[config.mk]
export PLATFORM = sky130hd
export DESIGN_NAME = adv_service_data_dfu_classifier
export DESIGN_NICKNAME = d
export VERILOG_FILES = /design/src/rtl/adsc_pkg.sv /design/src/rtl/adsc_parser.sv /design/src/rtl/adv_service_data_dfu_classifier.sv
export SDC_FILE = /design/constraint.sdc
export NUM_CORES = 1
export LEC_CHECK = 0
export BUFFER_PORTS_ARGS = -buffer_cell sky130_fd_sc_hd__buf_2
export CAP_MARGIN = 20
export CORE_MARGIN = 5
export CORE_UTILIZATION = 41
export CTS_BUF_LIST = sky130_fd_sc_hd__clkbuf_4 sky130_fd_sc_hd__clkbuf_8
export DETAILED_ROUTE_END_ITERATION = 6
export GPL_TIMING_DRIVEN = 1
export HOLD_SLACK_MARGIN = 0.06
export PLACE_DENSITY = 0.66
export SLEW_MARGIN = 0
export SYNTH_ARGS = -nofsm -noshare
export SYNTH_HDL_FRONTEND = slang
export SYNTH_SLANG_ARGS = --single-unit
[constraint.sdc]
create_clock -name clk_i -period 18.8 [get_ports clk_i]
set_input_delay 1.88 -clock clk_i [delete_from_list [all_inputs] [get_ports clk_i]]
set_output_delay 1.88 -clock clk_i [all_outputs]
set_load 0.005 [all_outputs]
[src/rtl/adsc_pkg.sv]
// ----------------------------------------------------------------------------
// adsc_pkg
// shared types and constants of the service data classifier
// ----------------------------------------------------------------------------
`default_nettype none

package adsc_pkg;

  // ad structure type for 16-bit service data
  localparam logic [7:0]  AdServiceData16 = 8'h16;
  localparam logic [15:0] UuidReset       = 16'hFEE4;

  // packet type codes carried after the uuid
  localparam logic [15:0] PktFwid    = 16'hFFFE;
  localparam logic [15:0] PktState   = 16'hFFFD;
  localparam logic [15:0] PktData    = 16'hFFFC;
  localparam logic [15:0] PktDataReq = 16'hFFFB;
  localparam logic [15:0] PktDataRsp = 16'hFFFA;

  // minimum structure lengths for emitting a result and for the optional fields
  localparam logic [7:0] MinLenEmit     = 8'd5;
  localparam logic [7:0] MinLenSegment  = 8'd7;
  localparam logic [7:0] MinLenTransfer = 8'd11;

  // configuration register indexes
  localparam logic CfgOwnTransferId = 1'b0;
  localparam logic CfgServiceUuid   = 1'b1;

  typedef enum logic [2:0] {
    KIND_DATA_REQ = 3'd0,
    KIND_STATE    = 3'd1,
    KIND_DATA     = 3'd2,
    KIND_BEACON   = 3'd3,
    KIND_OTHER    = 3'd4
  } kind_e;

  typedef struct packed {
    logic [31:0] beacon_count;
    logic [31:0] offer_count;
    logic [31:0] request_count;
    logic        is_ours;
    logic [31:0] request_transfer;
    logic [15:0] segment;
    kind_e       packet_kind;
  } result_t;

endpackage

`default_nettype wire

[src/rtl/adsc_parser.sv]
// ----------------------------------------------------------------------------
// adsc_parser
// ad structure walker, field capture, classification and counters
// ----------------------------------------------------------------------------
`default_nettype none

module adsc_parser
  import adsc_pkg::*;
(
  input  wire logic        clk_i,
  input  wire logic        rst_ni,
  input  wire logic        step_i,
  input  wire logic [7:0]  byte_i,
  input  wire logic        last_i,
  input  wire logic [31:0] own_id_i,
  input  wire logic [15:0] uuid_i,
  output logic             res_valid_o,
  output result_t          res_o
);

  logic [7:0]  len_q, len_d;
  logic [7:0]  pos_q, pos_d;
  logic [7:0]  type_q, type_d;
  logic        low_q, low_d;
  logic        match_q, match_d;
  logic        stop_q, stop_d;
  logic [15:0] ptype_q, ptype_d;
  logic [15:0] seg_q, seg_d;
  logic [31:0] tid_q, tid_d;
  logic [31:0] req_q, req_d;
  logic [31:0] off_q, off_d;
  logic [31:0] bcn_q, bcn_d;

  logic        in_struct;
  logic [8:0]  pos_inc;
  logic        done;
  logic [7:0]  type_n;
  logic        low_n, match_n;
  logic [15:0] ptype_n, seg_n;
  logic [31:0] tid_n;
  logic        emit;
  kind_e       kind;
  logic        is_req;
  logic [31:0] tid_out;

  assign in_struct = !stop_q && (len_q != 8'd0);
  assign pos_inc   = {1'b0, pos_q} + 9'd1;
  assign done      = in_struct && (pos_inc >= {1'b0, len_q});

  // capture of the current byte at its structure position
  always_comb begin
    type_n  = type_q;
    low_n   = low_q;
    match_n = match_q;
    ptype_n = ptype_q;
    seg_n   = seg_q;
    tid_n   = tid_q;
    if (in_struct) begin
      unique case (pos_q)
        8'd0:    type_n = byte_i;
        8'd1:    low_n = (byte_i == uuid_i[7:0]);
        8'd2:    match_n = low_q && (byte_i == uuid_i[15:8]);
        8'd3:    ptype_n[7:0] = byte_i;
        8'd4:    ptype_n[15:8] = byte_i;
        8'd5:    seg_n[7:0] = byte_i;
        8'd6:    seg_n[15:8] = byte_i;
        8'd7:    tid_n[7:0] = byte_i;
        8'd8:    tid_n[15:8] = byte_i;
        8'd9:    tid_n[23:16] = byte_i;
        8'd10:   tid_n[31:24] = byte_i;
        default: ;
      endcase
    end
  end

  assign emit = done && (type_n == AdServiceData16) && match_n && (len_q >= MinLenEmit);

  always_comb begin
    priority if (ptype_n == PktDataReq) begin
      kind = KIND_DATA_REQ;
    end else if (ptype_n == PktState) begin
      kind = KIND_STATE;
    end else if (ptype_n == PktData || ptype_n == PktDataRsp) begin
      kind = KIND_DATA;
    end else if (ptype_n == PktFwid) begin
      kind = KIND_BEACON;
    end else begin
      kind = KIND_OTHER;
    end
  end

  assign is_req  = (kind == KIND_DATA_REQ);
  assign tid_out = (is_req && len_q >= MinLenTransfer) ? tid_n : 32'd0;

  // counters after this result's increment
  assign req_d = (emit && kind == KIND_DATA_REQ) ? req_q + 32'd1 : req_q;
  assign off_d = (emit && kind == KIND_STATE)    ? off_q + 32'd1 : off_q;
  assign bcn_d = (emit && kind == KIND_BEACON)   ? bcn_q + 32'd1 : bcn_q;

  assign res_valid_o            = emit;
  assign res_o.packet_kind      = kind;
  assign res_o.segment          = (is_req && len_q >= MinLenSegment) ? seg_n : 16'd0;
  assign res_o.request_transfer = tid_out;
  assign res_o.is_ours          = is_req && (tid_out == own_id_i);
  assign res_o.request_count    = req_d;
  assign res_o.offer_count      = off_d;
  assign res_o.beacon_count     = bcn_d;

  // parse state update
  always_comb begin
    len_d   = len_q;
    pos_d   = pos_q;
    type_d  = type_n;
    low_d   = low_n;
    match_d = match_n;
    stop_d  = stop_q;
    ptype_d = ptype_n;
    seg_d   = seg_n;
    tid_d   = tid_n;
    if (!stop_q && len_q == 8'd0) begin
      if (byte_i == 8'd0) begin
        stop_d = 1'b1;
      end else begin
        len_d = byte_i;
        pos_d = 8'd0;
      end
    end else if (in_struct) begin
      pos_d = pos_inc[7:0];
      if (done) begin
        len_d   = 8'd0;
        pos_d   = 8'd0;
        type_d  = 8'd0;
        low_d   = 1'b0;
        match_d = 1'b0;
        ptype_d = 16'd0;
        seg_d   = 16'd0;
        tid_d   = 32'd0;
      end
    end
    if (last_i) begin
      len_d   = 8'd0;
      pos_d   = 8'd0;
      type_d  = 8'd0;
      low_d   = 1'b0;
      match_d = 1'b0;
      stop_d  = 1'b0;
      ptype_d = 16'd0;
      seg_d   = 16'd0;
      tid_d   = 32'd0;
    end
  end

  always_ff @(posedge clk_i or negedge rst_ni) begin
    if (!rst_ni) begin
      len_q   <= '0;
      pos_q   <= '0;
      type_q  <= '0;
      low_q   <= 1'b0;
      match_q <= 1'b0;
      stop_q  <= 1'b0;
      ptype_q <= '0;
      seg_q   <= '0;
      tid_q   <= '0;
      req_q   <= '0;
      off_q   <= '0;
      bcn_q   <= '0;
    end else if (step_i) begin
      len_q   <= len_d;
      pos_q   <= pos_d;
      type_q  <= type_d;
      low_q   <= low_d;
      match_q <= match_d;
      stop_q  <= stop_d;
      ptype_q <= ptype_d;
      seg_q   <= seg_d;
      tid_q   <= tid_d;
      req_q   <= req_d;
      off_q   <= off_d;
      bcn_q   <= bcn_d;
    end
  end

endmodule

`default_nettype wire

[src/rtl/adv_service_data_dfu_classifier.sv]
// ----------------------------------------------------------------------------
// adv_service_data_dfu_classifier
// classifies dfu service data structures in advertising reports
// ----------------------------------------------------------------------------
//
// channel   direction  handshake                payload
// s_axis    in         s_axis_tvalid/tready     tdata[7:0] report byte, tlast last byte
// m_axis    out        m_axis_tvalid/tready     tuser packet kind, tdata result fields
// cfg       in         cfg_we_i (no stall)      cfg_idx_i, cfg_data_i
//
// one byte per cycle sustained while m_axis takes results; a result passes the input then the output register
// the parser state update is a single pass between the input and result registers
// a byte that completes no service data structure produces no item
// reset clears the parse state, the counters and the valid flags of both registers at once
// a stall on m_axis backs up into s_axis only once both registers are full
// ----------------------------------------------------------------------------
`default_nettype none

module adv_service_data_dfu_classifier
  import adsc_pkg::*;
(
  input  wire logic         clk_i,
  input  wire logic         rst_ni,
  // slave side: report bytes
  input  wire logic         s_axis_tvalid,
  output logic              s_axis_tready,
  input  wire logic [7:0]   s_axis_tdata,  // [7:0] data_byte
  input  wire logic         s_axis_tlast,  // last_byte
  // master side: classification results
  output logic              m_axis_tvalid,
  input  wire logic         m_axis_tready,
  // [15:0] segment, [47:16] request_transfer, [48] is_ours,
  // [80:49] request_count, [112:81] offer_count, [144:113] beacon_count, rest zero
  output logic [151:0]      m_axis_tdata,
  output logic [2:0]        m_axis_tuser,  // [2:0] packet_kind
  // configuration write port
  input  wire logic         cfg_we_i,
  input  wire logic         cfg_idx_i,
  input  wire logic [31:0]  cfg_data_i
);

  // configuration registers
  logic [31:0] own_id_q;
  logic [15:0] uuid_q;

  always_ff @(posedge clk_i or negedge rst_ni) begin
    if (!rst_ni) begin
      own_id_q <= '0;
      uuid_q   <= UuidReset;
    end else if (cfg_we_i) begin
      unique case (cfg_idx_i)
        CfgOwnTransferId: own_id_q <= cfg_data_i;
        CfgServiceUuid:   uuid_q   <= cfg_data_i[15:0];
        default:          ;
      endcase
    end
  end

  // input register
  logic       in_valid_q, in_valid_d;
  logic [7:0] in_byte_q;
  logic       in_last_q;
  logic       advance;
  logic       in_fire;

  // output register
  logic    out_valid_q, out_valid_d;
  result_t out_q;

  logic    res_valid;
  result_t res;

  // the input item moves into the parser whenever the result slot can take it
  assign advance       = in_valid_q && (!out_valid_q || m_axis_tready);
  assign s_axis_tready = !in_valid_q || advance;
  assign in_fire       = s_axis_tvalid && s_axis_tready;
  assign in_valid_d    = in_fire || (in_valid_q && !advance);

  always_ff @(posedge clk_i or negedge rst_ni) begin
    if (!rst_ni) begin
      in_valid_q <= 1'b0;
    end else begin
      in_valid_q <= in_valid_d;
    end
  end

  always_ff @(posedge clk_i) begin
    if (in_fire) begin
      in_byte_q <= s_axis_tdata;
      in_last_q <= s_axis_tlast;
    end
  end

  adsc_parser u_parser (
    .clk_i       (clk_i),
    .rst_ni      (rst_ni),
    .step_i      (advance),
    .byte_i      (in_byte_q),
    .last_i      (in_last_q),
    .own_id_i    (own_id_q),
    .uuid_i      (uuid_q),
    .res_valid_o (res_valid),
    .res_o       (res)
  );

  // result slot fills on a classified byte and drains on a downstream take
  assign out_valid_d = (advance && res_valid) || (out_valid_q && !m_axis_tready);

  always_ff @(posedge clk_i or negedge rst_ni) begin
    if (!rst_ni) begin
      out_valid_q <= 1'b0;
    end else begin
      out_valid_q <= out_valid_d;
    end
  end

  always_ff @(posedge clk_i) begin
    if (advance && res_valid) begin
      out_q <= res;
    end
  end

  assign m_axis_tvalid = out_valid_q;
  assign m_axis_tuser  = out_q.packet_kind;
  assign m_axis_tdata  = {7'd0, out_q.beacon_count, out_q.offer_count, out_q.request_count,
                          out_q.is_ours, out_q.request_transfer, out_q.segment};

`ifndef NO_ASSERTIONS
  // a match flag only comes with a data request
  a_ours_is_request: assert property (@(posedge clk_i) disable iff (!rst_ni)
    (out_valid_q && out_q.is_ours) |-> (out_q.packet_kind == KIND_DATA_REQ))
    else $error("is_ours set on a non-request result");

  // request fields stay zero for other kinds
  a_fields_zero: assert property (@(posedge clk_i) disable iff (!rst_ni)
    (out_valid_q && out_q.packet_kind != KIND_DATA_REQ)
      |-> (out_q.segment == 16'd0 && out_q.request_transfer == 32'd0))
    else $error("request fields set on a non-request result");

  // backpressure only when both registers hold an item and downstream stalls
  a_ready_low: assert property (@(posedge clk_i) disable iff (!rst_ni)
    !s_axis_tready |-> (in_valid_q && out_valid_q && !m_axis_tready))
    else $error("input stalled without cause");

  // a taken result makes room for the pending byte in the same cycle
  a_drain_moves: assert property (@(posedge clk_i) disable iff (!rst_ni)
    (in_valid_q && m_axis_tready) |-> advance)
    else $error("pending byte not moved on a free result slot");
`endif

endmodule

`default_nettype wire
==> metrics.md, run 1 <==
| Metric | Value |
|---|---|
| Number of standard cells after synthesis | `1644` |
| Clock network latency to the later pin of the worst-skew pair | `650 ps` |
| Flip-flop cell with the highest count after synthesis | `sky130_fd_sc_hd__dfrtp_1` |
| Cells after DPL | `2392` |
| Post-layout minimum cycle time | `4907 ps` |
| FF-to-FF Start | `u_parser.pos_q[4]` |
| Part of the cycle the worst path needs | `26.10%` |
| TritonCTS clock tree | `yes` |
| Classification of the worst-slack hold path | `reg -> reg` |
| Number of buffers created by CTS | `70` |
| Met3 wire length | `3113 um` |
| Static Leakage | `0.008800 uW` |
| Length of routed wiring on met1 | `21480 um` |
| Count of unique library cells instantiated by Yosys | `70` |
| Share of the synthesized area in the top cell type | `30.29%` |
| Max-Cap Viols | `0` |
| Timing endpoint of the critical path | `m_axis_tdata[70]` |
| Post-layout instance area | `21780 um^2` |
| Total number of placement rows | `78` |
| Master cell of the clock root buffer | `sky130_fd_sc_hd__clkbuf_8` |
| Drt first-iter violations | `1128` |
| Headroom to the max-slew limit | `34.76%` |
| Vias per inst | `5.349` |
| Number of warning messages in the yosys log | `0` |
| Worst-case vdd ir drop | `0.00005180 V` |
| Routed WL | `47500 um` |
| Worst-case setup margin in the final layout | `13890 ps` |
| Worst Setup End Kind | `flip-flop` |
| Data required time at the worst endpoint | `19170 ps` |
| Critical Path Source | `u_parser.pos_q[4]` |
| Std-Cell Core Area | `45190 um^2` |
| Hold_buf cts | `0` |
| Setup skew after layout | `43.45 ps` |
| Final-report max-slew violation count | `0` |
| Syn Area/Cell | `11.36 um^2` |
| Post-synthesis to final-layout area growth | `16.65%` |
| Minimum setup slack after placement | `13990 ps` |
| Post-cts gate resize count | `0` |
| Detail Placement HPWL | `31720 um` |
| R2R depth | `9` |
| FF-to-FF setup slack | `13890 ps` |
| H-tree lvl count | `3` |
| Unrepaired setup endpoints after global routing | `no` |
| Worst-Margin Slew | `971.2 ps` |
| Routed wire length on met2 | `21570 um` |
| Final weighted congestion of routability-driven global placement | `0.8790` |
| Crit path launch type | `flip-flop` |
| Post-CTS Repair Setup Buffers | `0` |
| Post-synth EDFFs | `157` |
| Per-cell routed wire length | `18.81 um` |
| Die Ht | `223.4 um` |
| Final setup viols | `0` |
| Top Layer Used | `met4` |
| Largest net degree at the start of global routing | `113` |
| Port buffer count | `196` |
| Hold violation total from the final report | `0` |
| Kind of critical path | `reg -> reg` |
| Global-route total usage across every layer | `18.69%` |
| Final global-route overflow total | `0` |
| Setup Total Neg Slack | `0 ps` |
| Post-route ant nets | `0` |
| Fill cell count | `4085` |
| Clock input transition at the sequential cells of the worst setup and hold paths | `60 ps` |
| Ys async rst share | `60.15%` |
| Result of the run | `finished, final reports clean` |
| Overall die width | `223.4 um` |
| Vias in the first global route | `13420` |
| Critical Path Fanout Max | `15` |
| Max Fclk | `203.8 MHz` |
| Biggest area consumer among synthesized cells | `sky130_fd_sc_hd__dfrtp_1` |
| Post-synthesis sequential element count | `394` |
| Total number of vias | `13510` |
| Power density normalized to cell area | `90.49 nW/um^2` |
| 1st-pass router iterations | `5` |
| Post-detailed-placement cell area | `20280 um^2` |
| Critical path data arrival time | `5280 ps` |
| Final antenna diode count | `0` |
| Cell Area, Synth | `18670 um^2` |
| Top-Level Pins | `204` |
| DRC viols | `0` |
| Initial core utilization | `41.31%` |
| Top post-synthesis cells by area | `sky130_fd_sc_hd__dfrtp_1, sky130_fd_sc_hd__edfxtp_1, sky130_fd_sc_hd__xnor2_1, sky130_fd_sc_hd__xor2_1, sky130_fd_sc_hd__nand2_1` |
| Initial antenna violation count | `1` |
| Total number of clock tree sinks | `394` |
| Layout cells sized above 1 | `22.91%` |
| Area enclosed by the die boundary | `49900 um^2` |
| Sequential element share of the synthesized area | `57.10%` |
| Global-route wire length before repair | `74910 um` |
| Number of nets in the finished design | `1929` |
| Maximum count of clock buffers along a single path | `3` |
| Count of non-filler cells in the finished layout | `2525` |
| Critical R2R Capture | `m_axis_tdata[70]` |
[metrics by stage]
stage          utilization, %  hold slack (ps)  power [uW]
2_1_floorplan               -            443.6        1087
3_3_place_gp            44.86            459.3        1154
3_5_place_dp            44.89            466.3        1160
4_1_cts                 48.13            481.7        1995
5_1_grt                 48.19            505.1        2062
6_report                48.19            481.2        1970
[cell families after synthesis]
logic type	count (synthesis)	share of synthesized area (%)
other	1	0.02009
multiplexers	82	4.772
adder cells (fa/ha/maj)	15	1.005
flip-flops	394	57.10
AND/OR/NAND/NOR	612	16.31
AO/OA/AOI/OAI	220	8.211
XOR/XNOR	219	10.27
buffers and inverters	101	2.312
[power by group]
| part | internal [uW] | total (uW) | switching [uW] |
|---|---|---|---|
| Sequential | 919 | 944 | 25.4 |
| Clock | 463 | 824 | 362 |
| Combinational | 68.8 | 202 | 133 |
[critical path: stages (launching register included)]
cell and delay (ps):
sky130_fd_sc_hd__dfrtp_1 430, sky130_fd_sc_hd__or4_4 590, sky130_fd_sc_hd__a211oi_2 730, sky130_fd_sc_hd__nand2_1 540, sky130_fd_sc_hd__a21oi_1 250, sky130_fd_sc_hd__o21ai_0 180
sky130_fd_sc_hd__a2111oi_2 870, sky130_fd_sc_hd__nand2_1 560, sky130_fd_sc_hd__nor3_1 390, sky130_fd_sc_hd__xor2_1 110
[synthesized netlist by cell type (all sizes together) (5+ instances only)]
cell type / number
nor4b: 5
o31ai: 7
and3: 38
inv: 23
or2: 10
nand3b: 6
buf: 17
dfstp: 11
nand4: 27
or4: 8
edfxtp: 157
nor2b: 6
a22o: 67
xor2: 109
a211oi: 8
nand2: 185
nor4: 21
ha: 15
nor3: 69
clkbuf: 61
dfrtp: 226
nor4bb: 5
a21oi: 36
nand3: 64
or3: 6
and2: 16
nor2: 117
mux2: 56
mux2i: 26
o21ai: 63
nand2b: 17
xnor2: 110
[cells in the final DEF (no fill, tap or decap), types with 19 or more instances in the layout]
cell type	netlist	routed
sky130_fd_sc_hd__nor2_1	117	117
sky130_fd_sc_hd__o21ai_0	52	52
sky130_fd_sc_hd__clkbuf_8	0	80
sky130_fd_sc_hd__clkbuf_4	0	23
sky130_fd_sc_hd__a22o_1	67	67
sky130_fd_sc_hd__inv_1	23	23
sky130_fd_sc_hd__nand4_1	27	27
sky130_fd_sc_hd__a21oi_1	36	36
sky130_fd_sc_hd__buf_2	1	195
sky130_fd_sc_hd__dfrtp_1	226	226
sky130_fd_sc_hd__xor2_1	109	109
sky130_fd_sc_hd__nor3_1	61	61
sky130_fd_sc_hd__edfxtp_1	157	157
sky130_fd_sc_hd__buf_4	7	24
sky130_fd_sc_hd__mux2_2	56	56
sky130_fd_sc_hd__and3_1	38	38
sky130_fd_sc_hd__nand3_1	64	64
sky130_fd_sc_hd__nor4_1	20	19
sky130_fd_sc_hd__nand2_1	185	185
sky130_fd_sc_hd__mux2i_1	26	26
sky130_fd_sc_hd__xnor2_1	110	110
[layout make-up]
cell class,instances,area (um^2),share of cell area (%)
Sequential cell,394,10660,48.95
Clock buffer,102,1260,5.786
Multi-Input combinational cell,1155,7612,34.96
Tap cell,600,750.7,3.447
Clock inverter,28,206.4,0.9481
Inverter,23,86.33,0.3965
Timing Repair Buffer,223,1201,5.516
[state kept, by name (all words and copies together) (netlist names), 3 cells and up]
name and flops:
own_id_q 32, u_parser.bcn_q 32, m_axis_tuser 3, u_parser.seg_q 16, u_parser.ptype_q 16, u_parser.off_q 32, u_parser.tid_q 32, u_parser.len_q 8
uuid_q 16, u_parser.pos_q 8, u_parser.req_q 32, m_axis_tdata 145, u_parser.type_q 8, in_byte_q 8
[worst min path at each step]
| stage | cells past startpoint | to | from |
|---|---|---|---|
| final | 2 | u_parser.tid_q[17] | u_parser.tid_q[17] |
| after global placement | 2 | u_parser.tid_q[18] | u_parser.tid_q[18] |
| after CTS | 2 | u_parser.tid_q[17] | u_parser.tid_q[17] |
| after floorplan | 2 | u_parser.tid_q[17] | u_parser.tid_q[17] |
| after detailed placement | 2 | u_parser.tid_q[17] | u_parser.tid_q[17] |
| after global routing | 1 | u_parser.bcn_q[31] | u_parser.bcn_q[31] |
[metal layers]
metal	vias to the layer above	global-route usage, %
met5	-	0
met4	0	6.996
met3	85	3.882
met2	479	28.66
met1	6615	26.31
li1	6327	-
Power figures use the tool's default switching activity.
==> inputs of run 2 (changes only) <==
Settings changed: PLACE_DENSITY 0.66 to 0.68.
Clock period 18.8 ns to 4.3 ns, I/O delays scaled along.
==> metrics.md, run 2 (synthesis results as in run 1) <==
| Metric | Value |
|---|---|
| Result of the run | `finished, final reports clean` |
| Commonest cells after routing, fill and taps aside | `sky130_fd_sc_hd__dfrtp_1, sky130_fd_sc_hd__buf_2, sky130_fd_sc_hd__nand2_1` |
| Leading cell type in the layout, fill and taps excluded | `sky130_fd_sc_hd__dfrtp_1` |
| Internal Dissipation | `6738 uW` |
| Sw Ratio | `25.79%` |
| Crit path launch type | `flip-flop` |
| Final-report max-slew violation count | `0` |
| Final setup viols | `0` |
| Worst-case vdd ir drop | `0.0002280 V` |
| FF-to-FF setup slack | `350 ps` |
| Max-Cap Viols | `0` |
| Cells after DPL | `2413` |
| Classification of the worst-slack hold path | `in -> reg` |
| Die Ht | `223.4 um` |
| Total number of clock tree sinks | `394` |
| DRC viols | `0` |
| Sequence of cells on the critical path | `and3_4 -> and3_4 -> and3_4 -> xor2_1 -> ha_1 -> a31oi_1 -> nor3_1 -> a21oi_2 -> a2111o_1 -> buf_4 -> nor2_1 -> buf_4 -> nand4_1 -> xnor2_1` |
| R2R depth | `14` |
| Hold violation total from the final report | `0` |
| Routed WL | `48020 um` |
| Total number of vias | `13830` |
| TritonCTS clock tree | `yes` |
| Fill cell count | `3996` |
| Post-layout minimum cycle time | `3948 ps` |
| Detail Placement HPWL | `32710 um` |
| Critical R2R Capture | `m_axis_tdata[141]` |
| Std-Cell Core Area | `45190 um^2` |
| Total number of placement rows | `78` |
| Final global-route overflow total | `0` |
| Post-synthesis to final-layout area growth | `21.10%` |
| 1st-pass router iterations | `5` |
| Critical path data arrival time | `4320 ps` |
| Number of buffers and inverters on the critical path | `2` |
| Worst-case setup margin in the final layout | `351.8 ps` |
| Flip-flop count of the largest register, all copies and words added | `145` |
| Worst-Margin Slew | `914.7 ps` |
| Post-CTS Repair Setup Buffers | `0` |
| Post-route ant nets | `0` |
| Per-cell routed wire length | `18.57 um` |
| Minimum setup slack after placement | `411.9 ps` |
| Maximum count of clock buffers along a single path | `3` |
| Reg power frac | `45.6%` |
| Static Leakage | `0.009129 uW` |
| Drt first-iter violations | `1119` |
| Final weighted congestion of routability-driven global placement | `0.8954` |
| Critical Path Source | `u_parser.pos_q[2]` |
| Data required time at the worst endpoint | `4670 ps` |
| Max Fclk | `253.3 MHz` |
| Clock network latency to the later pin of the worst-skew pair | `640 ps` |
| CP max-delay cell | `sky130_fd_sc_hd__dfrtp_1` |
| Stages on worst setup path | `14` |
| Timing endpoint of the critical path | `m_axis_tdata[141]` |
| Final antenna diode count | `0` |
| Number of buffers created by CTS | `70` |
| FF-to-FF Start | `u_parser.pos_q[2]` |
| Initial core utilization | `41.31%` |
| Part of the cycle the worst path needs | `91.82%` |
| Power after layout | `9079 uW` |
| Clock input transition at the sequential cells of the worst setup and hold paths | `60 ps` |
| Cell family contributing the most delay on the critical path | `simple AND/OR/NAND/NOR gates` |
| Count of non-filler cells in the finished layout | `2586` |
| Kind of critical path | `reg -> reg` |
| Top-Level Pins | `204` |
| Proportion of power drawn by combinational gates | `11.0%` |
| Unrepaired setup endpoints after global routing | `no` |
| Vias per inst | `5.346` |
| Initial antenna violation count | `0` |
| Critical Path Max Stage Delay | `580 ps` |
| Vias in the first global route | `13730` |
| Number of nets in the finished design | `1990` |
| Critical path's most frequent cell | `sky130_fd_sc_hd__and3_4` |
| Area enclosed by the die boundary | `49900 um^2` |
| Setup skew after layout | `29.66 ps` |
| Global-route total usage across every layer | `18.94%` |
| Critical Path Fanout Max | `13` |
| Clock Power Share | `43.4%` |
| Worst Setup End Kind | `flip-flop` |
| Port buffer count | `196` |
| Master cell of the clock root buffer | `sky130_fd_sc_hd__clkbuf_8` |
| Power density normalized to cell area | `401.6 nW/um^2` |
| H-tree lvl count | `3` |
| Psw | `2341 uW` |
| Largest net degree at the start of global routing | `109` |
| Headroom to the max-slew limit | `38.73%` |
| Overall die width | `223.4 um` |
| Layout cells sized above 1 | `23.82%` |
| Global-route wire length before repair | `75980 um` |
-- run 2: cell count changes in the layout (fill, tap and decap cells not counted), sizes merged --
cell,previous run,this run
buf,221,241
bufinv,2,8
clkbuf,104,96
clkinv,19,18
clkinvlp,4,5
dlygate4sd3,0,43
-- run 2: timing repair --
action / CTS / global route
hold endpoints to repair: 153 / 0
hold buffers: 43 / 0
resized for setup: 0 / 0
setup endpoints to repair: 0 / 0
-- run 2: worst reg2reg max path, stage by stage (launching register included) --
cell and delay, ps:
sky130_fd_sc_hd__dfrtp_1 580, sky130_fd_sc_hd__and3_4 270, sky130_fd_sc_hd__and3_4 220, sky130_fd_sc_hd__and3_4 190, sky130_fd_sc_hd__xor2_1 190, sky130_fd_sc_hd__ha_1 180
sky130_fd_sc_hd__a31oi_1 40, sky130_fd_sc_hd__nor3_1 250, sky130_fd_sc_hd__a21oi_2 120, sky130_fd_sc_hd__a2111o_1 540, sky130_fd_sc_hd__buf_4 220, sky130_fd_sc_hd__nor2_1 400
sky130_fd_sc_hd__buf_4 230, sky130_fd_sc_hd__nand4_1 110, sky130_fd_sc_hd__xnor2_1 160
-- run 2: worst min path at each step --
stage                            start            endpoint  cells past startpoint
floorplan                       rst_ni          in_valid_q                      0
CTS                      m_axis_tready          in_valid_q                      3
global route             m_axis_tready          in_valid_q                      3
global placement    u_parser.tid_q[17]  u_parser.tid_q[17]                      2
detailed placement  u_parser.tid_q[18]  u_parser.tid_q[18]                      2
finish                   m_axis_tready          in_valid_q                      3
-- run 2: cell type report --
type,instances,area [um^2],share of cell area [%]
sequential,394,10660,47.15
multi-input combinational,1155,7710,34.10
timing repair buffer,284,1797,7.948
clock buffer,96,1215,5.374
tap,600,750.7,3.321
clock inverter,34,389.1,1.721
inverter,23,86.33,0.3819
-- run 2: stage by stage --
step | hold slack, ps | util, % | setup TNS [ps] | instance area, um^2
3_3_place_gp | 458.1 | 45.53 | 0 | 20570
6_report | 162.6 | 50.03 | 0 | 22610
4_1_cts | 117.7 | 50.03 | 0 | 22610
3_5_place_dp | 465.1 | 45.53 | 0 | 20570
5_1_grt | 156.4 | 50.03 | 0 | 22610
2_1_floorplan | 134.4 | - | -406800 | 18810
-- run 2: per-layer routing --
| layer | up-vias | part of all wire [%] | GRT usage (%) |
|---|---|---|---|
| li1 | 6433 | - | - |
| met1 | 6794 | 45 | 26.33 |
| met2 | 505 | 46 | 29.40 |
| met3 | 93 | 6.9 | 3.987 |
| met4 | 0 | 2.9 | 7.055 |
| met5 | - | 0 | 0 |
-- run 2: power by group through the flow --
stage,Combinational [uW],Clock (uW),Sequential (uW)
after floorplan,652,0,4160
after global placement,940,0,4200
after detailed placement,961,0,4210
after CTS,996,4040,4140
after global routing,1090,4230,4150
final,997,3940,4140
==> inputs of run 3 (changes only) <==
Settings changed: CORE_MARGIN 5 to not set.
==> metrics.md, run 3 (synthesis results as in run 1) <==
| Metric | Value |
|---|---|
| Worst-case setup margin in the final layout | `371.1 ps` |
| Std-Cell Core Area | `44610 um^2` |
| Crit path launch type | `flip-flop` |
| Clock network latency to the later pin of the worst-skew pair | `630 ps` |
| Kind of critical path | `reg -> reg` |
| Master cell of the clock root buffer | `sky130_fd_sc_hd__clkbuf_8` |
| Hold path endpoint | `in_valid_q` |
| Leading cell type in the layout, fill and taps excluded | `sky130_fd_sc_hd__dfrtp_1` |
| Number of nets in the finished design | `1987` |
| Launch point of the worst hold path | `m_axis_tready` |
| Fin util | `50.11%` |
| Worst-case vdd ir drop | `0.0002306 V` |
| FF-to-FF setup slack | `370 ps` |
| Minimum setup slack after placement | `400.2 ps` |
| Proportion of power drawn by combinational gates | `11.6%` |
| R2R depth | `12` |
| Post-route ant nets | `0` |
| Cell count of the worst hold path | `3` |
| H-tree lvl count | `3` |
| Initial antenna violation count | `0` |
| Flip-flop count of the largest register, all copies and words added | `145` |
| Post-synthesis to final-layout area growth | `19.73%` |
| Final antenna diode count | `0` |
| Global-route total usage across every layer | `20.18%` |
| Clock input transition at the sequential cells of the worst setup and hold paths | `60 ps` |
| Number of buffers created by CTS | `68` |
| Psw | `2256 uW` |
| Top-Level Pins | `204` |
| Global-route wire length before repair | `73750 um` |
| Total number of placement rows | `77` |
| Commonest cells after routing, fill and taps aside | `sky130_fd_sc_hd__dfrtp_1, sky130_fd_sc_hd__buf_2, sky130_fd_sc_hd__nand2_1` |
| Final setup viols | `0` |
| Max-Cap Viols | `0` |
| Unrepaired setup endpoints after global routing | `no` |
| Final weighted congestion of routability-driven global placement | `0.9258` |
| Drt first-iter violations | `979` |
| Area enclosed by the die boundary | `46390 um^2` |
| Critical Path Source | `u_parser.pos_q[3]` |
| Hold violation total from the final report | `0` |
| Worst Setup End Kind | `flip-flop` |
| Routed WL | `46750 um` |
| CP max-delay cell | `sky130_fd_sc_hd__or4_4` |
| Vias in the first global route | `13390` |
| Die Ht | `215.4 um` |
| Setup skew after layout | `27.64 ps` |
| Stages on worst setup path | `12` |
| Critical R2R Capture | `m_axis_tdata[144]` |
| DRC viols | `0` |
| Result of the run | `finished, final reports clean` |
| Critical path's most frequent cell | `sky130_fd_sc_hd__and3_4` |
| Sequence of cells on the critical path | `and3_4 -> and3_4 -> and3_4 -> xor2_1 -> ha_1 -> a31oi_1 -> nor3_1 -> a21oi_2 -> a2111o_1 -> or4_4 -> nor3_1 -> xor2_1` |
| FF-to-FF Start | `u_parser.pos_q[3]` |
| Critical path data arrival time | `4290 ps` |
| Critical Path Fanout Max | `18` |
| Static Leakage | `0.009026 uW` |
| Vias per inst | `5.319` |
| Worst-Margin Slew | `1082 ps` |
| Port buffer count | `196` |
| Internal Dissipation | `6312 uW` |
| Max Fclk | `254.5 MHz` |
| Part of the cycle the worst path needs | `91.37%` |
| Sw Ratio | `26.33%` |
| Reg power frac | `48.3%` |
| Final global-route overflow total | `0` |
| Fill cell count | `3980` |
| Total number of vias | `13690` |
| Final-report max-slew violation count | `0` |
| TritonCTS clock tree | `yes` |
| Classification of the worst-slack hold path | `in -> reg` |
| 1st-pass router iterations | `5` |
| Overall die width | `215.4 um` |
| Cell family contributing the most delay on the critical path | `simple AND/OR/NAND/NOR gates` |
| Initial core utilization | `41.85%` |
| Power density normalized to cell area | `383.3 nW/um^2` |
| Post-layout minimum cycle time | `3929 ps` |
| Maximum count of clock buffers along a single path | `3` |
| Setup Total Neg Slack | `0 ps` |
| Per-cell routed wire length | `18.17 um` |
| Critical Path Max Stage Delay | `730 ps` |
| Clock Power Share | `40.1%` |
| Headroom to the max-slew limit | `27.85%` |
| Data required time at the worst endpoint | `4670 ps` |
| Total number of clock tree sinks | `394` |
| Largest net degree at the start of global routing | `126` |
| Detail Placement HPWL | `31490 um` |
| Layout cells sized above 1 | `23.47%` |
| Number of buffers and inverters on the critical path | `0` |
-- run 3: cell types whose count changed in the layout (fill, tap and decap cells not counted), moves of 3 or more --
cell                        before  now
sky130_fd_sc_hd__inv_8           3    0
sky130_fd_sc_hd__clkbuf_8       79   73
sky130_fd_sc_hd__clkbuf_4       17   24
sky130_fd_sc_hd__bufinv_16       8    2
sky130_fd_sc_hd__clkinv_1       10   13
-- run 3: power by group through the flow --
stage / clock [uW] / combinational, uW / sequential (uW)
after floorplan: 0 / 652 / 4160
after global placement: 0 / 934 / 4200
after detailed placement: 0 / 953 / 4210
after CTS: 3530 / 987 / 4140
after global routing: 3690 / 1080 / 4150
final: 3440 / 991 / 4140
-- run 3: timing repair --
item / 4_1_cts / 5_1_grt
hold buffers: 43 / 0
hold endpoints to repair: 180 / 0
buffers inserted: 0 / 0
resized for setup: 0 / 0
-- run 3: how the worst max path moves through the flow --
stage | to | slack, ps
floorplan | m_axis_tdata[0] | -2750
detailed placement | m_axis_tdata[144] | 400
finish | m_axis_tdata[144] | 370
global placement | m_axis_tdata[144] | 470
CTS | m_axis_tdata[144] | 390
global route | m_axis_tdata[48] | 150
-- run 3: layout make-up --
cell class	instances	area [um^2]	share of cell area [%]
inverters	23	86.33	0.3863
well taps	592	740.7	3.314
clock inverters	29	193.9	0.8677
repair buffers	283	1777	7.949
clock buffers	97	1185	5.301
multi-input cells	1155	7710	34.49
flip-flops and latches	394	10660	47.69
-- run 3: per-layer routing --
metal / global-route usage [%] / up-vias / wire (um)
met5: 0 / - / 0
met4: 8.392 / 0 / 1364
met3: 3.890 / 94 / 2652
met2: 30.96 / 460 / 21090
met1: 28.03 / 6716 / 21650
li1: - / 6417 / -
-- run 3: worst register-to-register path, cell delays in order, from the launching register on --
cell,delay [ps]
sky130_fd_sc_hd__dfrtp_1,570
sky130_fd_sc_hd__and3_4,260
sky130_fd_sc_hd__and3_4,210
sky130_fd_sc_hd__and3_4,180
sky130_fd_sc_hd__xor2_1,200
sky130_fd_sc_hd__ha_1,180
sky130_fd_sc_hd__a31oi_1,40
sky130_fd_sc_hd__nor3_1,280
sky130_fd_sc_hd__a21oi_2,130
sky130_fd_sc_hd__a2111o_1,520
sky130_fd_sc_hd__or4_4,730
sky130_fd_sc_hd__nor3_1,270
sky130_fd_sc_hd__xor2_1,100
-- run 3: per-stage QoR --
stage	hold slack, ps	instances	total power (uW)	instance area (um^2)
2_1_floorplan	134.4	1650	4815	18810
3_3_place_gp	455.6	2404	5134	20540
3_5_place_dp	467.9	2404	5162	20540
4_1_cts	130.5	2573	8653	22350
5_1_grt	181.2	2573	8921	22350
6_report	171.4	2573	8568	22350
